### src/design/binco_pkg.sv
// ----------------------------------------------------------------------------
// binco_pkg
// Shared widths and limits for the binomial coefficient core and its checker.
// ----------------------------------------------------------------------------
package binco_pkg;

    localparam int N_W    = 6;              // n_total / k_chosen field width
    localparam int COEF_W = 59;             // coefficient field width
    localparam int PROD_W = 64;             // j * C(n, j) for j <= 31, n <= 62
    localparam int J_W    = 5;              // step index, at most 31
    localparam int CNT_W  = $clog2(PROD_W); // bit counter for multiply/divide

    localparam logic [N_W-1:0] MAX_N = N_W'(62);

endpackage

### src/design/binomial_coefficient_core.sv
// ----------------------------------------------------------------------------
// binomial_coefficient_core
// Exact C(n, k) through a bit-serial multiply and a restoring divide.
// ----------------------------------------------------------------------------
// Each item computes C(n, k) with k first replaced by min(k, n - k), so at
// most 31 steps run. Step j turns C(n, j-1) into C(n, j) as a 64-bit product
// acc * (n - j + 1), built MSB-first, then divided exactly by j, one
// quotient bit per cycle, and the step is closed in S_STEP. After the last
// step S_FIN loads the result into the output register. k above n, k equal
// to 0 or n give 1; n above 62 gives all ones as an overflow mark. One item
// is worked on at a time; a new item is taken while the previous result
// waits at the output.
// ----------------------------------------------------------------------------
module binomial_coefficient_core
    import binco_pkg::*;
(
    input  logic              i_clk,
    input  logic              i_rst_n,
    input  logic              i_valid,
    output logic              o_stall,
    input  logic [N_W-1:0]    i_n_total,
    input  logic [N_W-1:0]    i_k_chosen,
    output logic              o_valid,
    input  logic              i_stall,
    output logic [COEF_W-1:0] o_coefficient
);

    typedef enum logic [2:0] {
        S_IDLE,
        S_MUL,
        S_DIV,
        S_STEP,
        S_FIN
    } t_state;

    localparam logic [CNT_W-1:0] MUL_LAST = CNT_W'(N_W - 1);
    localparam logic [CNT_W-1:0] DIV_LAST = CNT_W'(PROD_W - 1);

    t_state              r_state;
    logic                r_out_valid;
    logic [COEF_W-1:0]   r_coef;
    logic [COEF_W-1:0]   r_acc;
    logic [PROD_W-1:0]   r_prod;
    logic [N_W-1:0]      r_mult;
    logic [J_W-1:0]      r_j;
    logic [J_W-1:0]      r_kk;
    logic [J_W-1:0]      r_rem;
    logic [CNT_W-1:0]    r_cnt;

    logic [N_W-1:0]      w_n_minus_k;
    logic [N_W-1:0]      w_kk;
    logic [J_W:0]        w_rem_sh;
    logic [J_W:0]        w_rem_sub;
    logic                w_qbit;
    logic [J_W-1:0]      w_rem_next;
    logic [PROD_W-1:0]   w_addend;

    assign o_stall       = (r_state != S_IDLE);
    assign o_valid       = r_out_valid;
    assign o_coefficient = r_coef;

    // k is only used when k <= n, then min(k, n - k) <= 31
    assign w_n_minus_k = i_n_total - i_k_chosen;
    assign w_kk        = (i_k_chosen > w_n_minus_k) ? w_n_minus_k : i_k_chosen;

    // restoring divide: remainder stays below j
    assign w_rem_sh   = {r_rem, r_prod[PROD_W-1]};
    assign w_rem_sub  = w_rem_sh - {1'b0, r_j};
    assign w_qbit     = (w_rem_sh >= {1'b0, r_j});
    assign w_rem_next = w_qbit ? w_rem_sub[J_W-1:0] : w_rem_sh[J_W-1:0];

    assign w_addend = r_mult[r_cnt[2:0]] ? PROD_W'(r_acc) : '0;

    always_ff @(posedge i_clk) begin
        if (!i_rst_n) begin
            r_state     <= S_IDLE;
            r_out_valid <= 1'b0;
        end else begin
            if (r_out_valid && !i_stall && r_state != S_FIN) begin
                r_out_valid <= 1'b0;
            end
            unique case (r_state)
                S_IDLE: begin
                    if (i_valid) begin
                        r_mult <= i_n_total;
                        r_j    <= J_W'(1);
                        r_kk   <= w_kk[J_W-1:0];
                        r_acc  <= (i_n_total > MAX_N) ? '1 : COEF_W'(1);
                        r_prod <= '0;
                        r_rem  <= '0;
                        r_cnt  <= MUL_LAST;
                        if (i_n_total > MAX_N) begin
                            r_state <= S_FIN;
                        end else if (i_k_chosen > i_n_total || w_kk == '0) begin
                            r_state <= S_FIN;
                        end else begin
                            r_state <= S_MUL;
                        end
                    end
                end
                S_MUL: begin
                    r_prod <= {r_prod[PROD_W-2:0], 1'b0} + w_addend;
                    if (r_cnt == '0) begin
                        r_cnt   <= DIV_LAST;
                        r_rem   <= '0;
                        r_state <= S_DIV;
                    end else begin
                        r_cnt <= r_cnt - CNT_W'(1);
                    end
                end
                S_DIV: begin
                    r_prod <= {r_prod[PROD_W-2:0], w_qbit};
                    r_rem  <= w_rem_next;
                    if (r_cnt == '0) begin
                        r_state <= S_STEP;
                    end else begin
                        r_cnt <= r_cnt - CNT_W'(1);
                    end
                end
                S_STEP: begin
                    r_acc <= r_prod[COEF_W-1:0];
                    if (r_j == r_kk) begin
                        r_state <= S_FIN;
                    end else begin
                        r_j     <= r_j + J_W'(1);
                        r_mult  <= r_mult - N_W'(1);
                        r_prod  <= '0;
                        r_cnt   <= MUL_LAST;
                        r_state <= S_MUL;
                    end
                end
                S_FIN: begin
                    if (!r_out_valid || !i_stall) begin
                        r_coef      <= r_acc;
                        r_out_valid <= 1'b1;
                        r_state     <= S_IDLE;
                    end
                end
                default: begin
                    r_state <= S_IDLE;
                end
            endcase
        end
    end

endmodule

### config.mk
export PLATFORM = sky130hd
export DESIGN_NAME = binomial_coefficient_core
export DESIGN_NICKNAME = d
export VERILOG_FILES = /design/src/design/binco_pkg.sv /design/src/design/binomial_coefficient_core.sv
export SDC_FILE = /design/constraint.sdc
export NUM_CORES = 1
export LEC_CHECK = 0
export BUFFER_PORTS_ARGS = -buffer_cell sky130_fd_sc_hd__buf_2
export CORE_UTILIZATION = 43
export DETAILED_ROUTE_END_ITERATION = 8
export HOLD_SLACK_MARGIN = 0.06
export PLACE_DENSITY = 0.57
export SLEW_MARGIN = 20
export SYNTH_ARGS = -nofsm -noshare
export SYNTH_HDL_FRONTEND = slang
export SYNTH_SLANG_ARGS = --single-unit
### constraint.sdc
create_clock -name i_clk -period 5.4 [get_ports i_clk]
set_input_delay 1.08 -clock i_clk [delete_from_list [all_inputs] [get_ports i_clk]]
set_output_delay 1.08 -clock i_clk [all_outputs]
set_load 0.05 [all_outputs]
Yosys cells after proc, flatten, opt, wreduce, memory -nomap -nowiden. Index checks and enable logic that the tools add are counted.

Register bits after elaboration: 213. Bits in latches: 0. Bits in writable memories: 0. Memory bits (read-only): 0. Bits of input ports: 16. Output and inout bits: 61. Logic and storage cells: 90. Memories kept: 0.

Add/subtract/negate cells: 6. $mul: 0. Div/mod/pow operators: 0. $lt $le $gt $ge: 5. Equal/unequal tests: 12. Shifts and indexed selects: 0. Mux-type cells: 36. Bitwise operators: 0. Reduce and logical (&&, ||, !) cells: 21.

Operators by type and width (count): 64-bit case mux with 4 select lines (1); 59-bit two-way mux (3); 64-bit two-way mux (2); 59-bit case mux with 2 select lines (1); 64-bit by 59-bit adder with 64-bit output (1); 6-bit two-way mux (7); 5-bit two-way mux (5); 6-bit case mux with 4 select lines (1); 3-bit two-way mux (7); 4-bit AND reduction (4); 3-bit case mux with 5 select lines (1); 5-bit case mux with 3 select lines (1); 6-bit > comparator (2); 6-bit logical NOT (2); 2-bit inequality test, second input constant (6); 6-bit case mux with 2 select lines (1); 6-bit by 1-bit subtractor with 6-bit output, second input constant (2); 5-bit case mux with 2 select lines (1); 3-bit AND reduction (3); 3-bit by 2-bit equality test with 1-bit output, second input constant (2); 6-bit by 5-bit greater-or-equal comparator with 1-bit output (1); 6-bit > comparator, second input constant (1); 3-bit nonzero test (2); 6-bit subtractor (1); other kinds (16) (22).

Logic depth before layout (Yosys ltp). Gate-level depths: netlist of run 1.

Depth in word-level cells: 9. Gate-level depth with buffers: 18.

Least setup slack after synthesis of run 1. OpenSTA, ideal clock, no wires.

Path type: in2reg. Start: input i_rst_n. End: register r_cnt[0] (enable). Setup time: 320 ps. Arrival time: 4362 ps. Path slack: 717 ps. Stages: 3. Buffers on the path: 0. Path through: nand2b_1 -> nor2_1 -> o21a_1.

Word-level cells in the longest chain between the ends: 1.

RTL lines: from (decl) (line binomial_coefficient_core.sv:18) `input logic i_rst_n,`; 5-bit AND reduction (no line); to (signal assigned) (line binomial_coefficient_core.sv:108) `r_cnt <= r_cnt - CNT_W'(1);`; to (signal assigned) (line binomial_coefficient_core.sv:117) `r_cnt <= r_cnt - CNT_W'(1);`; to (decl) (line binomial_coefficient_core.sv:48) `logic [CNT_W-1:0] r_cnt;`.

Every way passes these cells. A chain may end at the register's enable or synchronous reset.

Worst setup path in the final report of run 1.
Start: register r_cnt[0]. End: register r_prod[57], data pin.

Word-level cells in the longest chain between the ends: 5.

RTL lines: 1-bit binary-select mux with 3-bit select (line binomial_coefficient_core.sv:72) `assign w_addend = r_mult[r_cnt[2:0]] ? PROD_W'(r_acc) : '0;`; 1-bit two-way mux (not written as such) (line binomial_coefficient_core.sv:72); 59-bit two-way mux (line binomial_coefficient_core.sv:72); 64-bit by 59-bit adder with 64-bit output (line binomial_coefficient_core.sv:102) `r_prod <= {r_prod[PROD_W-2:0], 1'b0} + w_addend;`; 64-bit case mux with 4 select lines (line binomial_coefficient_core.sv:82) `unique case (r_state)`; to (signal assigned) (line binomial_coefficient_core.sv:102); to (signal assigned) (line binomial_coefficient_core.sv:112) `r_prod <= {r_prod[PROD_W-2:0], w_qbit};`; to (decl) (line binomial_coefficient_core.sv:43) `logic [PROD_W-1:0] r_prod;`.

Every way passes these cells. The select of a mux whose other input is x is not followed.

==> out/qor.txt, run 1 <==
Stages on the worst setup path - 16
Worst Max-Slew Pin Slew - 1.06 ns
Cells traversed along the worst timing path - mux4_2, mux2i_4, buf_4, buf_4, nor2b_1, ha_1, a21oi_1, o21bai_1, a21oi_1, a211o_1, a31oi_2, a41oi_2, o31ai_2, a221oi_2, o2111a_1, a211o_1
Part of the cycle the worst path needs - 0.923
Switching part of the total power - 0.285
Vias in the first global route - 9235
Setup violations, final - 0
Outcome - finished clean
IR drop worst, VDD - 0.288 mV
Top cells by area, synth - edfxtp_1 (49%), ha_1 (7.7%), a21o_1 (4.9%)
Static leakage - 5.91 nW
Slew Limit Headroom - 0.293
Per-cell routed wire length - 17.7 um
Largest net degree at the start of global routing - 63
# nets final - 1396
Antenna violations before repair - 0
Aggregate global routing overflow - 0
Clk buf depth - 3
Number of synthesized flops with an enable pin - 209
Average cell area after synthesis - 10.3 um2
Effective utilization at floorplan - 0.441
RSZ-0062 raised after global routing - false
Floorplan die area - 30400 um2
Data arrival time of the worst path - 5.27 ns
Share of synthesized flip-flops with an asynchronous set or reset - 0
Maximum fanout count along the critical path - 19
Maximum cell stage delay along the critical path - 0.55 ns
Count of pins over their slew limit - 0
Non-Filler Instances - 1696
Overall power consumption - 4.50 mW
CTS tree - done
Number of violations of the max-capacitance limit - 0
Total setup buffers inserted after CTS - 0
Sinks on Clock Net - 213
Combined buffer and inverter count along the critical path - 2
Sw power - 1.28 mW
H-tree Lvls - 1
Setup clock skew after layout - 0.0196 ns
# hold bufs at CTS - 0
Synthesized flop and latch total - 213
Required time reported for the critical path endpoint - 5.68 ns
Total Routing Usage GR - 0.197
Global-route wire length before repair - 48.5 mm
Slowest CP cell - mux4_2
Min-delay worst type - register to register
Register clock-pin slew on the reported worst setup and hold paths - 0.06 ns
Number of vias in the routed layout - 9354
Part of the power in registers - 0.449
Post-Syn Instances - 1241
Final wirelength - 30.1 mm
Core Box Area - 29000 um2
Crit Path Class - register to register
Antenna diode count - 0
Filler Cell Count - 2738
Area share of the largest cell type after synthesis - 0.491
Cell row count - 62
Number of nets in the synthesized netlist - 1339
Routability Congestion - 0.871
Layout cell share with drive strength beyond 1 - 0.115
Sequential area share after synthesis - 0.497
R2R depth - 16
Starting DRC count in detailed routing - 808
Power per standard cell area - 313 nW/um2
Shortest clock period the worst path allows after layout - 4.98 ns
# port buffers - 76
Main synth FF type - edfxtp_1
CTS Root Cell - clkbuf_16
Die X-Extent - 174 um
Comb power frac - 0.188
Number of distinct library cells after synthesis - 67
DR DRC count - 0
Cell-internal power - 3.22 mW
Critical path startpoint category - register
Cell area after synthesis - 12800 um2
Most area-hungry cell type in the Yosys netlist - edfxtp_1
Cell family with the largest share of critical-path delay - compound AO/OA/AOI/OAI gates
Critical path capture point type - register
Depth of the worst hold-timing path - 0
Clk pwr share - 0.363
Routed Antenna Nets - 0
Area growth, synth to finish - 12.5%
Worst hold-check slack - 0.448 ns
Detailed Place HPWL - 21.1 mm
Worst-skew pair later-pin latency - 0.53 ns
TritonCTS buffer count - 24
Total iterations of the first detailed-routing run - 5
Detailed-route vias per instance - 5.52
Top-Level Pins - 77
Summed negative setup slack over all endpoints - 0 ns
Die outline height - 174 um
Upper clock frequency limit - 201 MHz
Number of warning messages in the yosys log - 0
Post-CTS Resized - 0
Cell count after placement - 1655
Final hold violations - 0
-- routing by layer --
metal / GRT usage / vias up / wire, um
met5: 0 / - / 0
li1: - / 4670 / -
met2: 0.316 / 158 / 13400
met3: 0.0214 / 46 / 1010
met1: 0.284 / 4480 / 15000
met4: 0.0490 / 0 / 646
-- synth_stat cells, types with 13 or more instances --
| master | instances |
|---|---|
| o21ai_0 | 103 |
| edfxtp_1 | 209 |
| a21o_1 | 84 |
| clkbuf_1 | 59 |
| nor2_1 | 64 |
| nand2_1 | 131 |
| o21bai_1 | 13 |
| xor2_1 | 36 |
| nor2b_1 | 68 |
| a21oi_1 | 88 |
| xnor2_1 | 37 |
| nand3_1 | 20 |
| nand4_1 | 23 |
| ha_1 | 79 |
| inv_1 | 44 |
| nor3_1 | 20 |
-- worst register-to-register path, delay by kind of cell (launching register included) --
kind / cells / cell delay [ns]
muxes: 2 / 1.08
adders and majority gates: 1 / 0.43
DFF: 1 / 0.44
AOI/OAI and AO/OA: 10 / 2.29
and+or+nand+nor: 1 / 0.08
buffers and inverters: 2 / 0.44
-- layout make-up --
cell class / count / area (um2) / share of cell area
clock buffer: 27 / 633 / 0.0440
clock inverter: 13 / 134 / 0.00931
inverter: 45 / 169 / 0.0117
multi-input combinational: 920 / 6080 / 0.423
sequential: 213 / 6360 / 0.442
tap: 384 / 480 / 0.0334
timing repair buffer: 94 / 536 / 0.0372
-- cell usage in the layout (no fill, tap or decap), types with 20 or more instances in the layout --
master | Yosys | routed
a21o_1 | 84 | 83
a21oi_1 | 88 | 87
buf_2 | 3 | 76
clkbuf_16 | 0 | 25
edfxtp_1 | 209 | 209
ha_1 | 79 | 79
inv_1 | 44 | 44
nand2_1 | 131 | 131
nand3_1 | 20 | 20
nand4_1 | 23 | 23
nor2_1 | 64 | 61
nor2b_1 | 68 | 68
nor3_1 | 20 | 20
o21ai_0 | 103 | 103
xnor2_1 | 37 | 37
xor2_1 | 36 | 36
-- flip-flops by register name, indices dropped and copies added, names as in the netlist --
register,flops
o_coefficient,59
r_mult,6
r_cnt,6
r_kk,5
r_prod,64
r_j,5
o_valid,1
r_state,3
r_acc,59
r_rem,5
-- kinds of logic after synthesis --
family,share of synthesized area
simple gates,0.145
compound gates,0.190
fa+ha+maj,0.0820
flops,0.497
mux,0.00411
buf+inv,0.0320
xor+xnor,0.0500
-- power groups by stage --
stage	Clock [mW]	Sequential, mW	Combinational, mW
2_1_floorplan	0	2.08	0.588
3_3_place_gp	0	2.06	0.839
3_5_place_dp	0	2.06	0.843
4_1_cts	1.68	2.02	0.849
5_1_grt	1.73	2.04	0.942
6_report	1.63	2.02	0.846
-- worst paths after layout --
kind                      endpoint     start  slack (ns)
setup reg to reg        r_prod[57]  r_cnt[0]        0.42
hold reg to reg   o_coefficient[4]  r_acc[4]        0.45
hold / removal    o_coefficient[4]  r_acc[4]        0.45
setup / recovery        r_prod[57]  r_cnt[0]        0.42
-- metrics by stage --
step           setup slack, ns  utilization  instance area, um2
6_report                 0.415        0.496               14400
5_1_grt                  0.122        0.496               14400
4_1_cts                  0.413        0.495               14400
3_5_place_dp             0.430        0.469               13600
3_3_place_gp             0.534        0.469               13600
2_1_floorplan            0.717            -               12800
Note: power is estimated with default switching activity, not from simulation.
==> run 2: changes to the inputs <==
--- a/config.mk
+++ b/config.mk
@@ -6,10 +6,12 @@
 export NUM_CORES = 1
 export LEC_CHECK = 0
 export BUFFER_PORTS_ARGS = -buffer_cell sky130_fd_sc_hd__buf_2
+export CAP_MARGIN = 20
 export CORE_UTILIZATION = 43
 export DETAILED_ROUTE_END_ITERATION = 8
 export HOLD_SLACK_MARGIN = 0.06
 export PLACE_DENSITY = 0.57
+export RECOVER_POWER = 25
 export SLEW_MARGIN = 20
 export SYNTH_ARGS = -nofsm -noshare
 export SYNTH_HDL_FRONTEND = slang
==> out/qor.txt, run 2 (synthesis gave the netlist of run 1 again) <==
Core Box Area - 29000 um2 (unchanged)
Endpoint of the lowest-slack register-to-register path - r_prod[57]
Post-route standard cell area excluding fillers - 14300 um2 (-0.52%)
IR drop worst, VDD - 0.288 mV (about the same)
Critical path startpoint category - register
CTS tree - done
DR DRC count - 0 (unchanged)
Required time reported for the critical path endpoint - 5.69 ns (about the same)
Die outline height - 174 um (unchanged)
Combined flip-flop and latch cell area - 6360 um2 (unchanged)
Cell row count - 62 (unchanged)
Worst Max-Slew Pin Slew - 3.22 ns (+2.16 ns)
Part of the power in registers - 0.450 (about the same)
Count of pins over their slew limit - 89 (+89)
Post-CTS Resized - 0 (unchanged)
R2R depth - 16 (unchanged)
# port buffers - 76 (unchanged)
Comb power frac - 0.187 (about the same)
Clk pwr share - 0.363 (about the same)
Slowest CP cell - mux4_2
Maximum fanout count along the critical path - 19 (unchanged)
Cell count after placement - 1655 (unchanged)
Register clock-pin slew on the reported worst setup and hold paths - 0.07 ns (about the same)
Most frequent standard cell in the layout excluding fill and tap cells - edfxtp_1
Starting DRC count in detailed routing - 717 (-11%)
Critical path endpoint - r_prod[57]
CTS Root Cell - clkbuf_16
Failing checks - capacitance limit, slew limit
Total Routing Usage GR - 0.197 (unchanged)
Largest net degree at the start of global routing - 63 (unchanged)
Filler Cell Count - 2744 (+0.22%)
Total setup buffers inserted after CTS - 0 (unchanged)
Setup clock skew after layout - 0.0206 ns (+0.00100 ns)
Overall power consumption - 4.50 mW (about the same)
Min-delay worst type - register to register
Setup violations, final - 0 (unchanged)
Worst hold-check slack - 0.448 ns (+0.00000200 ns)
Detailed Place HPWL - 21.1 mm (unchanged)
Number of vias in the routed layout - 9375 (+0.22%)
RSZ-0062 raised after global routing - false
Clk buf depth - 3 (unchanged)
Aggregate global routing overflow - 0 (unchanged)
Final critical-path setup slack - 0.436 ns (+0.0214 ns)
Sw power - 1.28 mW (-0.16%)
Layout cell share with drive strength beyond 1 - 0.0968 (-0.0183)
Vias in the first global route - 9235 (unchanged)
Total iterations of the first detailed-routing run - 5 (unchanged)
Upper clock frequency limit - 201 MHz (+0.43%)
Commonest cells after routing, fill and taps aside - edfxtp_1 (209), nand2_1 (131), o21ai_0 (103)
Data arrival time of the worst path - 5.25 ns (-0.02 ns)
Detailed-route vias per instance - 5.53 (+0.22%)
Per-cell routed wire length - 17.7 um (about the same)
Part of the cycle the worst path needs - 0.919 (-0.00397)
Global-route wire length before repair - 48.5 mm (unchanged)
Timing startpoint of the critical path - r_cnt[0]
Reg-to-reg startpoint - r_cnt[0]
Maximum cell stage delay along the critical path - 0.55 ns (about the same)
Cells traversed along the worst timing path - mux4_2, mux2i_4, buf_4, buf_4, nor2b_1, ha_1, a21oi_1, o21bai_1, a21oi_1, a211o_1, a31oi_2, a41oi_2, o31ai_2, a221oi_2, o2111a_1, a211o_1
Outcome - complete, but fails checks
Worst-skew pair later-pin latency - 0.53 ns (about the same)
Setup slack on the worst flop-to-flop path - 0.44 ns (+0.02 ns)
Critical path capture point type - register
Final hold violations - 0 (unchanged)
Area of placed instances - 13600 um2 (unchanged)
Switching part of the total power - 0.284 (about the same)
Crit Path Class - register to register
Effective utilization at floorplan - 0.441 (unchanged)
Floorplan die area - 30400 um2 (unchanged)
Summed negative setup slack over all endpoints - 0 ns (unchanged)
Antenna diode count - 0 (unchanged)
Cell-internal power - 3.22 mW (about the same)
Total area of multi-input combinational cells - 6060 um2 (-0.39%)
Sinks on Clock Net - 213 (unchanged)
Non-Filler Instances - 1696 (unchanged)
H-tree Lvls - 1 (unchanged)
Static leakage - 5.84 nW (-1.1%)
Area growth, synth to finish - 11.9%
Final core utilization - 0.493 (-0.00259)
Final wirelength - 30.1 mm (about the same)
Antenna violations before repair - 0 (unchanged)
Routed Antenna Nets - 0 (unchanged)
Register containing the most flip-flops in the final layout - r_prod
Max reg flops - 64 (unchanged)
TritonCTS buffer count - 24 (unchanged)
Worst slack, placed - 0.430 ns (unchanged)
Top-Level Pins - 77 (unchanged)
# nets final - 1396 (unchanged)
Die X-Extent - 174 um (unchanged)
Routability Congestion - 0.871 (unchanged)
Shortest clock period the worst path allows after layout - 4.96 ns (-0.0214 ns)
Power per standard cell area - 314 nW/um2 (+0.45%)
# hold bufs at CTS - 0 (unchanged)
Number of violations of the max-capacitance limit - 2 (+2)
Slew Limit Headroom - -1.14 (-1.44)
## run 2: worst min path at each step
stage          startpoint           endpoint  cells past startpoint
2_1_floorplan   r_acc[10]  o_coefficient[10]                      0
3_3_place_gp    r_acc[54]  o_coefficient[54]                      0
3_5_place_dp    r_acc[54]  o_coefficient[54]                      0
4_1_cts         r_acc[54]  o_coefficient[54]                      0
5_1_grt         r_acc[43]  o_coefficient[43]                      0
6_report         r_acc[4]   o_coefficient[4]                      0
## run 2: power groups by stage
stage          registers (mW)  logic, mW  clock network (mW)
2_1_floorplan            2.08      0.588                   0
3_3_place_gp             2.06      0.839                   0
3_5_place_dp             2.06      0.843                   0
4_1_cts                  2.02      0.849                1.68
5_1_grt                  2.04      0.940                1.73
6_report                 2.02      0.843                1.63
## run 2: final cells by class
class                   instances  share of cell area
flip-flops and latches        213               0.444
multi-input cells             920               0.423
clock buffers                  27              0.0442
repair buffers                 94              0.0338
well taps                     384              0.0336
inverters                      45              0.0118
clock inverters                13             0.00935
## run 2: routing by layer
layer  track usage  share of wire  vias to the layer above
met4        0.0490          0.021                        0
met3        0.0214          0.033                       46
met5             0              0                        -
met1         0.284           0.50                     4496
li1              -              -                     4671
met2         0.316           0.44                      162
## run 2: worst max-delay path, delay by kind of cell (launching register included)
family | cells | cell delay (ns)
adder cells (fa/ha/maj) | 1 | 0.43
flip-flops | 1 | 0.44
multiplexers | 2 | 1.08
buffers and inverters | 2 | 0.43
AO/OA/AOI/OAI | 10 | 2.26
AND/OR/NAND/NOR | 1 | 0.08
==> run 3: changes to the inputs <==
--- a/config.mk
+++ b/config.mk
@@ -5,12 +5,12 @@
 export SDC_FILE = /design/constraint.sdc
 export NUM_CORES = 1
 export LEC_CHECK = 0
-export BUFFER_PORTS_ARGS = -buffer_cell sky130_fd_sc_hd__buf_2
 export CAP_MARGIN = 20
-export CORE_UTILIZATION = 43
+export CORE_UTILIZATION = 30
 export DETAILED_ROUTE_END_ITERATION = 8
+export DONT_BUFFER_PORTS = 1
 export HOLD_SLACK_MARGIN = 0.06
-export PLACE_DENSITY = 0.57
+export PLACE_DENSITY = 0.41
 export RECOVER_POWER = 25
 export SLEW_MARGIN = 20
 export SYNTH_ARGS = -nofsm -noshare
==> out/qor.txt, run 3 (synthesis gave the netlist of run 1 again) <==
DR DRC count - 0 (unchanged)
# nets final - 1321 (-5.4%)
Detailed Place HPWL - 22.6 mm (+7.0%)
Sw power - 1.34 mW (+4.6%)
Stages on the worst setup path - 15 (-1)
Area growth, synth to finish - 11.2%
Switching part of the total power - 0.291 (+0.00687)
Critical path startpoint category - register
Number of vias in the routed layout - 9074 (-3.2%)
Starting DRC count in detailed routing - 505 (-30%)
Cell family with the largest share of critical-path delay - compound AO/OA/AOI/OAI gates
Slowest CP cell - mux4_2
Slew Limit Headroom - -0.758 (+0.387)
Maximum cell stage delay along the critical path - 0.55 ns (about the same)
TritonCTS buffer count - 28 (+17%)
Aggregate global routing overflow - 0 (unchanged)
Static leakage - 5.61 nW (-4.1%)
Depth of the worst hold-timing path - 0 (unchanged)
Required time reported for the critical path endpoint - 5.71 ns (+0.02 ns)
Maximum fanout count along the critical path - 59 (+40)
Reg-to-reg startpoint - r_cnt[0]
Die X-Extent - 208 um (+19%)
Cells traversed along the worst timing path - mux4_2, mux2i_4, buf_12, nor2b_1, ha_1, nand4_1, or4_1, a211oi_2, a211oi_1, a31oi_2, a41oi_2, o31ai_2, a221oi_2, o2111a_1, a211o_1
Count of pins over their slew limit - 68 (-24%)
Sinks on Clock Net - 213 (unchanged)
Failing checks - capacitance limit, slew limit
Register containing the most flip-flops in the final layout - r_prod
# hold bufs at CTS - 0 (unchanged)
CTS Root Cell - clkbuf_16
Layout cell share with drive strength beyond 1 - 0.0572 (-0.0396)
Data arrival time of the worst path - 5.20 ns (-0.05 ns)
Worst slack, placed - 0.470 ns (+0.0396 ns)
Effective utilization at floorplan - 0.305 (-0.136)
Antenna diode count - 0 (unchanged)
Top-Level Pins - 77 (unchanged)
Summed negative setup slack over all endpoints - 0 ns (unchanged)
Total Routing Usage GR - 0.153 (-0.0437)
Endpoint of the lowest-slack register-to-register path - r_prod[57]
Hold Path Origin - r_acc[44]
Cell-internal power - 3.26 mW (+1.2%)
H-tree Lvls - 1 (unchanged)
Commonest cells after routing, fill and taps aside - edfxtp_1 (209), nand2_1 (131), o21ai_0 (103)
Critical path capture point type - register
Cell row count - 75 (+21%)
Vias in the first global route - 9329 (+1.0%)
Worst hold-check slack - 0.460 ns (+0.0117 ns)
Total iterations of the first detailed-routing run - 5 (unchanged)
Routed Antenna Nets - 0 (unchanged)
Die outline height - 208 um (+19%)
Number of violations of the max-capacitance limit - 2 (unchanged)
Part of the power in registers - 0.453 (+0.003)
Post-route standard cell area excluding fillers - 14200 um2 (-0.66%)
Min-delay worst type - register to register
Post-CTS Resized - 0 (unchanged)
Total setup buffers inserted after CTS - 0 (unchanged)
Per-cell routed wire length - 18.5 um (+4.2%)
Upper clock frequency limit - 204 MHz (+1.4%)
Outcome - complete, but fails checks
Combined buffer and inverter count along the critical path - 1 (-1)
Worst-skew pair later-pin latency - 0.56 ns (+0.03 ns)
Max reg flops - 64 (unchanged)
Clk pwr share - 0.378 (+0.015)
Floorplan die area - 43500 um2 (+43%)
Final critical-path setup slack - 0.505 ns (+0.0686 ns)
Power per standard cell area - 323 nW/um2 (+2.8%)
Clk buf depth - 3 (unchanged)
Setup violations, final - 0 (unchanged)
Crit Path Class - register to register
Area of placed instances - 13400 um2 (-1.4%)
End point of the worst hold path - o_coefficient[44]
Most frequent standard cell in the layout excluding fill and tap cells - edfxtp_1
RSZ-0062 raised after global routing - false
Detailed-route vias per instance - 5.09 (-7.8%)
Global-route wire length before repair - 53.3 mm (+9.9%)
Worst Max-Slew Pin Slew - 2.63 ns (-0.590 ns)
Final wirelength - 32.9 mm (+9.4%)
R2R depth - 15 (-1)
IR drop worst, VDD - 0.147 mV (-49%)
Routability Congestion - 0.827 (-5.0%)
Part of the cycle the worst path needs - 0.906 (-0.0127)
Comb power frac - 0.169 (-0.018)
Register clock-pin slew on the reported worst setup and hold paths - 0.06 ns (about the same)
CTS tree - done
Overall power consumption - 4.60 mW (+2.1%)
Core Box Area - 41900 um2 (+45%)
Largest net degree at the start of global routing - 66 (+4.8%)
Setup clock skew after layout - 0.0201 ns (-0.000469 ns)
Final hold violations - 0 (unchanged)
Shortest clock period the worst path allows after layout - 4.89 ns (-0.0686 ns)
Setup slack on the worst flop-to-flop path - 0.51 ns (+0.07 ns)
Antenna violations before repair - 0 (unchanged)
# port buffers - 0 (-100%)
run 3: cell types whose count changed in the layout (fill, tap and decap cells not counted), sizes merged:
| cell | previous run | this run |
|---|---|---|
| buf | 73 | 13 |
| clkbuf | 48 | 39 |
| clkinvlp | 0 | 4 |
| clkinv | 10 | 7 |
| bufinv | 3 | 1 |
run 3: metal layers:
layer  vias to the layer above  global-route usage  share of wire
met5                         -                   0              0
met4                         0              0.0386          0.018
met3                        42              0.0245          0.039
met2                       133               0.244           0.45
met1                      4390               0.216           0.50
li1                       4509                   -              -
run 3: power by group through the flow:
stage	registers, mW	clock network [mW]	logic, mW
6_report	2.08	1.74	0.778
5_1_grt	2.10	1.86	0.880
4_1_cts	2.08	1.81	0.789
3_5_place_dp	2.12	0	0.784
3_3_place_gp	2.12	0	0.786
2_1_floorplan	2.08	0	0.588
run 3: worst max path at each step:
stage	from	end	slack, ns
after floorplan	i_rst_n	r_cnt[0]	0.72
after global placement	r_cnt[0]	r_prod[57]	0.56
after detailed placement	r_cnt[0]	r_prod[57]	0.47
after CTS	r_cnt[0]	r_prod[57]	0.44
after global routing	r_cnt[0]	r_prod[57]	0.20
final	r_cnt[0]	r_prod[57]	0.51
run 3: area by class of cell:
class / instances / area [um2]
tap: 539 / 674
fill: 4228 / 27700
timing repair buffer: 15 / 118
sequential: 213 / 6360
clock buffer: 37 / 756
multi-input combinational: 920 / 6060
inverter: 45 / 169
clock inverter: 12 / 90.1
run 3: stage by stage:
stage,util,instances
2_1_floorplan,-,1241
3_3_place_gp,0.319,1731
3_5_place_dp,0.319,1731
4_1_cts,0.340,1780
5_1_grt,0.339,1781
6_report,0.339,1781
